--- src/scpa_pkg.sv ---
package scpa_pkg;

    localparam int OFF_W       = 16;
    localparam int POOL_W      = 17;
    localparam int CLASS_SHIFT = 3;
    localparam int BCLASS_W    = 6;
    localparam int PADDR_W     = 3;
    localparam int PDATA_W     = 32;

    localparam logic [POOL_W-1:0] POOL_CAP    = 17'h10000;
    localparam logic [POOL_W-1:0] POOL_RESET  = 17'h10000;
    localparam logic [OFF_W-1:0]  START_RESET = 16'd1048;

    localparam logic REG_POOL_BYTES   = 1'b0;
    localparam logic REG_START_OFFSET = 1'b1;

    typedef enum logic [2:0] {
        STAT_OK         = 3'd0,
        STAT_BAD_SIZE   = 3'd1,
        STAT_EXHAUSTED  = 3'd2,
        STAT_BAD_OFFSET = 3'd3,
        STAT_BAD_CLASS  = 3'd4
    } status_t;

    typedef enum logic [1:0] {
        DSEL_ZERO,
        DSEL_BUMP,
        DSEL_POP
    } dsel_t;

    typedef enum logic [2:0] {
        S_IDLE,
        S_DECODE,
        S_ALLOC_LIST,
        S_ALLOC_POP,
        S_FREE_CLASS,
        S_FREE_LIST,
        S_FREE_CLEAR,
        S_RESULT
    } state_t;

    typedef struct packed {
        logic    capture;
        logic    rd_meta;
        logic    meta_from_bc;
        logic    rd_bclass;
        logic    rd_link;
        logic    wr_bump;
        logic    wr_pop;
        logic    wr_free;
        logic    wr_clear;
        logic    res_set;
        status_t res_status;
        dsel_t   res_dsel;
        logic    out_load;
    } dp_cmd_t;

    typedef struct packed {
        logic is_free;
        logic size_bad;
        logic hdr_bad;
        logic cnt_nonzero;
        logic bump_fits;
        logic pop_oob;
        logic bc_bad;
    } dp_stat_t;

endpackage

--- src/scpa_ctrl.sv ---
module scpa_ctrl (
    input  logic               clk,
    input  logic               rst_n,
    input  logic               in_valid,
    output logic               in_ready,
    output logic               out_valid,
    input  logic               out_ready,
    input  scpa_pkg::dp_stat_t stat,
    output scpa_pkg::dp_cmd_t  cmd
);
    import scpa_pkg::*;

    state_t state_reg;
    state_t state_next;
    logic   out_valid_reg;
    logic   out_valid_next;
    logic   result_free;

    assign result_free = !out_valid_reg || out_ready;

    always_ff @(posedge clk or negedge rst_n)
    begin
        if (!rst_n)
        begin
            state_reg     <= S_IDLE;
            out_valid_reg <= 1'b0;
        end
        else
        begin
            state_reg     <= state_next;
            out_valid_reg <= out_valid_next;
        end
    end

    always_comb
    begin
        state_next = state_reg;
        unique case (state_reg)
            S_IDLE:
            begin
                if (in_valid)
                begin
                    state_next = S_DECODE;
                end
            end
            S_DECODE:
            begin
                priority if (!stat.is_free && stat.size_bad)
                begin
                    state_next = S_RESULT;
                end
                else if (!stat.is_free)
                begin
                    state_next = S_ALLOC_LIST;
                end
                else if (stat.hdr_bad)
                begin
                    state_next = S_RESULT;
                end
                else
                begin
                    state_next = S_FREE_CLASS;
                end
            end
            S_ALLOC_LIST:
            begin
                state_next = stat.cnt_nonzero ? S_ALLOC_POP : S_RESULT;
            end
            S_ALLOC_POP:
            begin
                state_next = S_RESULT;
            end
            S_FREE_CLASS:
            begin
                state_next = stat.bc_bad ? S_RESULT : S_FREE_LIST;
            end
            S_FREE_LIST:
            begin
                state_next = S_FREE_CLEAR;
            end
            S_FREE_CLEAR:
            begin
                state_next = S_RESULT;
            end
            S_RESULT:
            begin
                if (result_free)
                begin
                    state_next = S_IDLE;
                end
            end
            default:
            begin
                state_next = S_IDLE;
            end
        endcase
    end

    always_comb
    begin
        cmd            = '0;
        cmd.res_status = STAT_OK;
        cmd.res_dsel   = DSEL_ZERO;
        in_ready       = 1'b0;
        unique case (state_reg)
            S_IDLE:
            begin
                in_ready    = 1'b1;
                cmd.capture = in_valid;
            end
            S_DECODE:
            begin
                priority if (!stat.is_free && stat.size_bad)
                begin
                    cmd.res_set    = 1'b1;
                    cmd.res_status = STAT_BAD_SIZE;
                end
                else if (!stat.is_free)
                begin
                    cmd.rd_meta = 1'b1;
                end
                else if (stat.hdr_bad)
                begin
                    cmd.res_set    = 1'b1;
                    cmd.res_status = STAT_BAD_OFFSET;
                end
                else
                begin
                    cmd.rd_bclass = 1'b1;
                end
            end
            S_ALLOC_LIST:
            begin
                priority if (stat.cnt_nonzero)
                begin
                    cmd.rd_link = 1'b1;
                end
                else if (stat.bump_fits)
                begin
                    cmd.wr_bump    = 1'b1;
                    cmd.res_set    = 1'b1;
                    cmd.res_status = STAT_OK;
                    cmd.res_dsel   = DSEL_BUMP;
                end
                else
                begin
                    cmd.res_set    = 1'b1;
                    cmd.res_status = STAT_EXHAUSTED;
                end
            end
            S_ALLOC_POP:
            begin
                cmd.wr_pop  = 1'b1;
                cmd.res_set = 1'b1;
                if (stat.pop_oob)
                begin
                    cmd.res_status = STAT_EXHAUSTED;
                end
                else
                begin
                    cmd.res_status = STAT_OK;
                    cmd.res_dsel   = DSEL_POP;
                end
            end
            S_FREE_CLASS:
            begin
                if (stat.bc_bad)
                begin
                    cmd.res_set    = 1'b1;
                    cmd.res_status = STAT_BAD_CLASS;
                end
                else
                begin
                    cmd.rd_meta      = 1'b1;
                    cmd.meta_from_bc = 1'b1;
                end
            end
            S_FREE_LIST:
            begin
                cmd.wr_free = 1'b1;
            end
            S_FREE_CLEAR:
            begin
                cmd.wr_clear = 1'b1;
                cmd.res_set  = 1'b1;
            end
            S_RESULT:
            begin
                cmd.out_load = result_free;
            end
            default:
            begin
                in_ready = 1'b0;
            end
        endcase
    end

    always_comb
    begin
        out_valid_next = out_valid_reg;
        if (cmd.out_load)
        begin
            out_valid_next = 1'b1;
        end
        else if (out_ready)
        begin
            out_valid_next = 1'b0;
        end
    end

    assign out_valid = out_valid_reg;

endmodule

--- config.mk ---
export PLATFORM = sky130hd
export DESIGN_NAME = scpa_ctrl
export DESIGN_NICKNAME = d
export VERILOG_FILES = /design/src/scpa_pkg.sv /design/src/scpa_ctrl.sv
export SDC_FILE = /design/constraint.sdc
export NUM_CORES = 1
export LEC_CHECK = 0
export BUFFER_PORTS_ARGS = -buffer_cell sky130_fd_sc_hd__buf_2
export CORE_AREA = 2 2 39 41
export CTS_CLUSTER_SIZE = 10
export DETAILED_ROUTE_END_ITERATION = 10
export DIE_AREA = 0 0 41 43
export MAX_ROUTING_LAYER = met4
export PLACE_DENSITY_LB_ADDON = 0.08
export SYNTH_ARGS = -nofsm -noshare
export SYNTH_HDL_FRONTEND = slang
export SYNTH_SLANG_ARGS = --single-unit
--- constraint.sdc ---
create_clock -name clk -period 1.4 [get_ports clk]
set_clock_uncertainty 0.05 [all_clocks]
set_input_delay 0.07 -clock clk [delete_from_list [all_inputs] [get_ports clk]]
set_output_delay 0.07 -clock clk [all_outputs]
set_load 0.02 [all_outputs]
# Word-level counts from Yosys, hierarchy flattened
# Index checks and enable logic that the tools add are counted.
[op_classes]
eq_ne = 9
n_mux = 41
reduce_logical = 8
[op_table]
columns = ["operator", "count"]
rows = [
  ["$pmux 3 s7", 1],
  ["$mux 1", 19],
  ["$mux 4", 4],
  ["$mux 3", 5],
  ["$mux 2", 7],
  ["$eq 3x3->1 const B", 4],
  ["$pmux 3 s4", 1],
  ["$eq 3x2->1 const B", 2],
  ["$mux 6", 1],
  ["$ne 2x2->1 const B", 2],
  ["$pmux 1 s4", 1],
  ["$pmux 2 s2", 1],
  ["$eq 3x1->1 const B", 1],
  ["$logic_not 3->1", 1],
  ["$logic_not 1->1", 2],
  ["$pmux 1 s2", 1],
  ["$reduce_and 2->1", 1],
  ["$reduce_bool 2->1", 1],
  ["$reduce_or 2->1", 1],
  ["$logic_and 1x1->1", 1],
  ["$logic_or 1x1->1", 1],
]
[word_totals]
ff_bits = 4

# Logic depth before layout (Yosys ltp)
[logic_depth]
word_depth = 4
depth_mapped = 4

# Worst setup path before layout
# Ideal clock, no wire load.
[synth_path]
path_type = "reg-to-output"
startpoint = "register state_reg[0]"
endpoint = "output cmd[15] (netlist bit)"
arrival_ns = 1.201
required_time_ns = 1.280
path_slack_ns = 0.079
path_stages_with_launch = 4
n_path_buf = 1
path_cell_list = "dfrtp_1 buf_4 nor3_2 and2_1"
[synth_lines]
columns = ["element", "line_no", "text"]
rows = [
  ["start: declaration", "scpa_ctrl.sv:13", "state_t state_reg;"],
  ["start signal: assignment", "scpa_ctrl.sv:30", "state_reg <= state_next;"],
  ["end: declaration", "scpa_ctrl.sv:9", "output scpa_pkg::dp_cmd_t cmd"],
]

==> implementation parameters <==
Parameter                              Value

Status
  Result of the run    complete, but fails checks
  Violations in the final reports    negative setup slack

Clock network
  TritonCTS clock tree    built
  TritonCTS buffer count    3
  Maximum buffer depth of the clock tree    2
  Register clock-pin slew on the reported worst setup and hold paths    0.04 ns
  Clock Root Buffer    sky130_fd_sc_hd__clkbuf_4
  H-Tree Level Count    1
  Sink count of the clock tree    4
  Clock insertion delay at the later pin of the skew report    0.23 ns

Finish
  Final Instance Area    729 µm²
  Nets@finish    103
  Max reg flops    3
  Number of antenna diodes    0
  Layout-stage area growth over the synthesis result    78.3%
  Fraction of layout cells with a size suffix above 1    0.611

Placed design
  Number of I/O port buffers    28
  Standard cell area after detailed placement    569 µm²
  Half-perimeter wire length after detailed placement    842 µm
  Final GP Congestion    0.790

Die
  Total number of placement rows    14
  Die Width    41 µm
  Vert. Die Dim    43 µm
  Initial standard-cell utilization of the core    0.296
  Die area    1760 µm²
  Number of top-level pins    29
  Core area    1380 µm²

Yosys
  Cell area after synthesis    409 µm²
  Basic-gate share of the synthesized area counting and, or, nand and nor cells    0.440
  Share of the synthesized area in compound gates (AO/OA/AOI/OAI)    0.199
  Total nets after synthesis    64
  Async set or reset register ratio after synthesis    1.00
  Number of instances in the synthesized netlist    53
  Number of synthesized flops with an enable pin    0
  Register area share after synthesis    0.245
  Post-synth top area share    0.245
  Syn avg cell area    7.72 µm²
  Top cells by instance count after synthesis    8 x sky130_fd_sc_hd__nor2_1, 5 x sky130_fd_sc_hd__a21oi_1, 4 x sky130_fd_sc_hd__dfrtp_1
  Post-Synth Adder-Cell Area    0
  Flops & latches, synth    4
  Main combinational cell family by area after synthesis    simple AND/OR/NAND/NOR gates
  Cell type contributing the most total cell area after synthesis    sky130_fd_sc_hd__dfrtp_1
  Count of warnings emitted by yosys    0
  Cell types with the largest area share after synthesis    sky130_fd_sc_hd__dfrtp_1 24%, sky130_fd_sc_hd__nor2_1 7.3%, sky130_fd_sc_hd__a21oi_1 6.1%, sky130_fd_sc_hd__and4b_1 4.9%, sky130_fd_sc_hd__nand2b_1 4.6%
  Cell with the most instances after synthesis    sky130_fd_sc_hd__nor2_1
  Post-synth top flop    sky130_fd_sc_hd__dfrtp_1
  Synth cell types    30
  Multiplexer share of the synthesized area    0.0245
  Xor and xnor fraction of the mapped netlist area    0

Routing
  Routed met1 length    491 µm
  Residual antenna-violating net count after detailed routing    0
  Highest Signal Layer    met3
  Met2 wirelength from detailed routing    595 µm
  Number of design-rule violations left by the first detailed-router iteration    6
  Final Routed Wirelength    1140 µm
  Routed WL per cell    10.8 µm
  Post-DR vias/cell    4.94
  Length of routed met3 wiring    56 µm
  Via count    524
  Detailed-route DRC error count    0
  Detailed Routing Iterations Pass 1    3

Power and ir drop
  Leak Pwr    0.382 nW
  Maximum resistive drop on vdd    0.939 mV
  Total power divided by cell area    2120 nW/µm²

Critical path
  Startpoint types    flop
  Critical register-to-register path startpoint    state_reg[1]
  Sequence of cells on the critical path    buf_6, nand2b_4, o32a_1, nor2_1, buf_4
  Count of buffering cells on the critical path with inverters included    2
  Delay of the slowest critical-path stage    0.41 ns
  CP Capture Type    output port
  Critical Path Fanout Max    6
  Worst Path Class, Setup    reg2out
  Source of the critical timing path    state_reg[0]
  CP Data Arrival Time    1.34 ns
  Critical Path Slowest Stage Cell    sky130_fd_sc_hd__dfrtp_2
  Cell family contributing the most delay on the critical path    flip-flops
  Data required, critical path    1.28 ns

Timing
  Smallest hold slack    0.128 ns
  Number of setup violations in the final report    2
  Max Clk Rate    685 MHz
  Unrepaired setup endpoints after global routing    true
  Final critical path time including I/O delays and setup    1.46 ns
  Worst slew pin tran    0.295 ns
  Hold violation count in the final report    0
  Final worst-path cycle share    1.04
  Headroom to the max-slew limit    0.802
  Setup slack after layout    -0.0606 ns
  Slew Limit Fails    0

GRT
  Maximum number of pins on one net before global-route repair    11
  Vias in the first global route    450
  Initial antenna violation count    0
  Global-route wire length before repair    1790 µm
  GR Util All Layers    0.146
  Total global routing overflow    0

Run
  Maxcap violations    0

Worst hold path
  Min-delay worst type    in2async
==> metrics by stage <==
stage	util	setup slack, ns	setup TNS, ns	power (mW)	std cells
floorplan	-	0.0789	0	0.862	53
global placement	0.411	0.0832	0	1.11	96
detailed placement	0.411	0.0697	0	1.10	96
CTS	0.497	-0.0662	-0.0971	1.46	105
global route	0.527	-0.137	-0.598	1.69	106
finish	0.527	-0.0606	-0.0646	1.55	106
==> report_power, final <==
group | total (mW) | internal [mW] | switching, mW
clock | 0.143 | 0.0959 | 0.0469
sequential | 0.246 | 0.179 | 0.0676
combinational | 1.16 | 0.538 | 0.623
==> what timing repair did <==
item	4_1_cts	5_1_grt
hold endpoints to repair	4	0
endpoints found under the setup margin	11	11
hold buffers	1	0
pin swaps	1	1
setup buffers	5	1
gates resized for setup	16	8
==> layout make-up <==
class | count | area, µm²
Fill cell | 145 | 654
Multi-Input combinational cell | 42 | 322
Timing Repair Buffer | 39 | 255
Sequential cell | 4 | 103
Clock buffer | 3 | 22.5
Tap cell | 16 | 20.0
Inverter | 2 | 7.51
==> metal layers <==
metal / vias up / track usage
li1: 267 / -
met1: 245 / 0.188
met2: 12 / 0.225
met3: 0 / 0
met4: 0 / 0.0800
met5: - / -
==> path summary, 6_finish.rpt <==
check / endpoint / slack (ns) / depth (start not counted)
min in group clk: out_valid / 0.13 / 3
max in group asynchronous: state_reg[0] / 1.03 / 2
worst min register to register: state_reg[0] / 0.65 / 2
worst min-delay path: state_reg[1] / 0.13 / 2
worst max-delay path: cmd[14] / -0.06 / 5
worst max register to register: state_reg[2] / 0.15 / 4
==> cell families after synthesis <==
logic type | count (synthesis)
buf+inv | 7
flops | 4
simple gates | 29
mux | 1
compound gates | 12
==> layout by cell type (no fill, tap or decap), types with 2 or more instances in the layout <==
| master | synthesis | routed |
|---|---|---|
| sky130_fd_sc_hd__clkbuf_4 | 0 | 3 |
| sky130_fd_sc_hd__buf_2 | 3 | 22 |
| sky130_fd_sc_hd__nand2b_4 | 0 | 2 |
| sky130_fd_sc_hd__buf_4 | 2 | 12 |
| sky130_fd_sc_hd__and4b_1 | 2 | 2 |
| sky130_fd_sc_hd__dfrtp_2 | 0 | 2 |
| sky130_fd_sc_hd__buf_6 | 0 | 4 |
| sky130_fd_sc_hd__nor2_4 | 0 | 2 |
| sky130_fd_sc_hd__nor3_1 | 3 | 3 |
| sky130_fd_sc_hd__nor2_1 | 8 | 6 |
| sky130_fd_sc_hd__nor4b_2 | 1 | 2 |
| sky130_fd_sc_hd__a21oi_1 | 5 | 5 |
| sky130_fd_sc_hd__dfrtp_1 | 4 | 2 |
No activity file was read; power rests on OpenSTA's default activity.
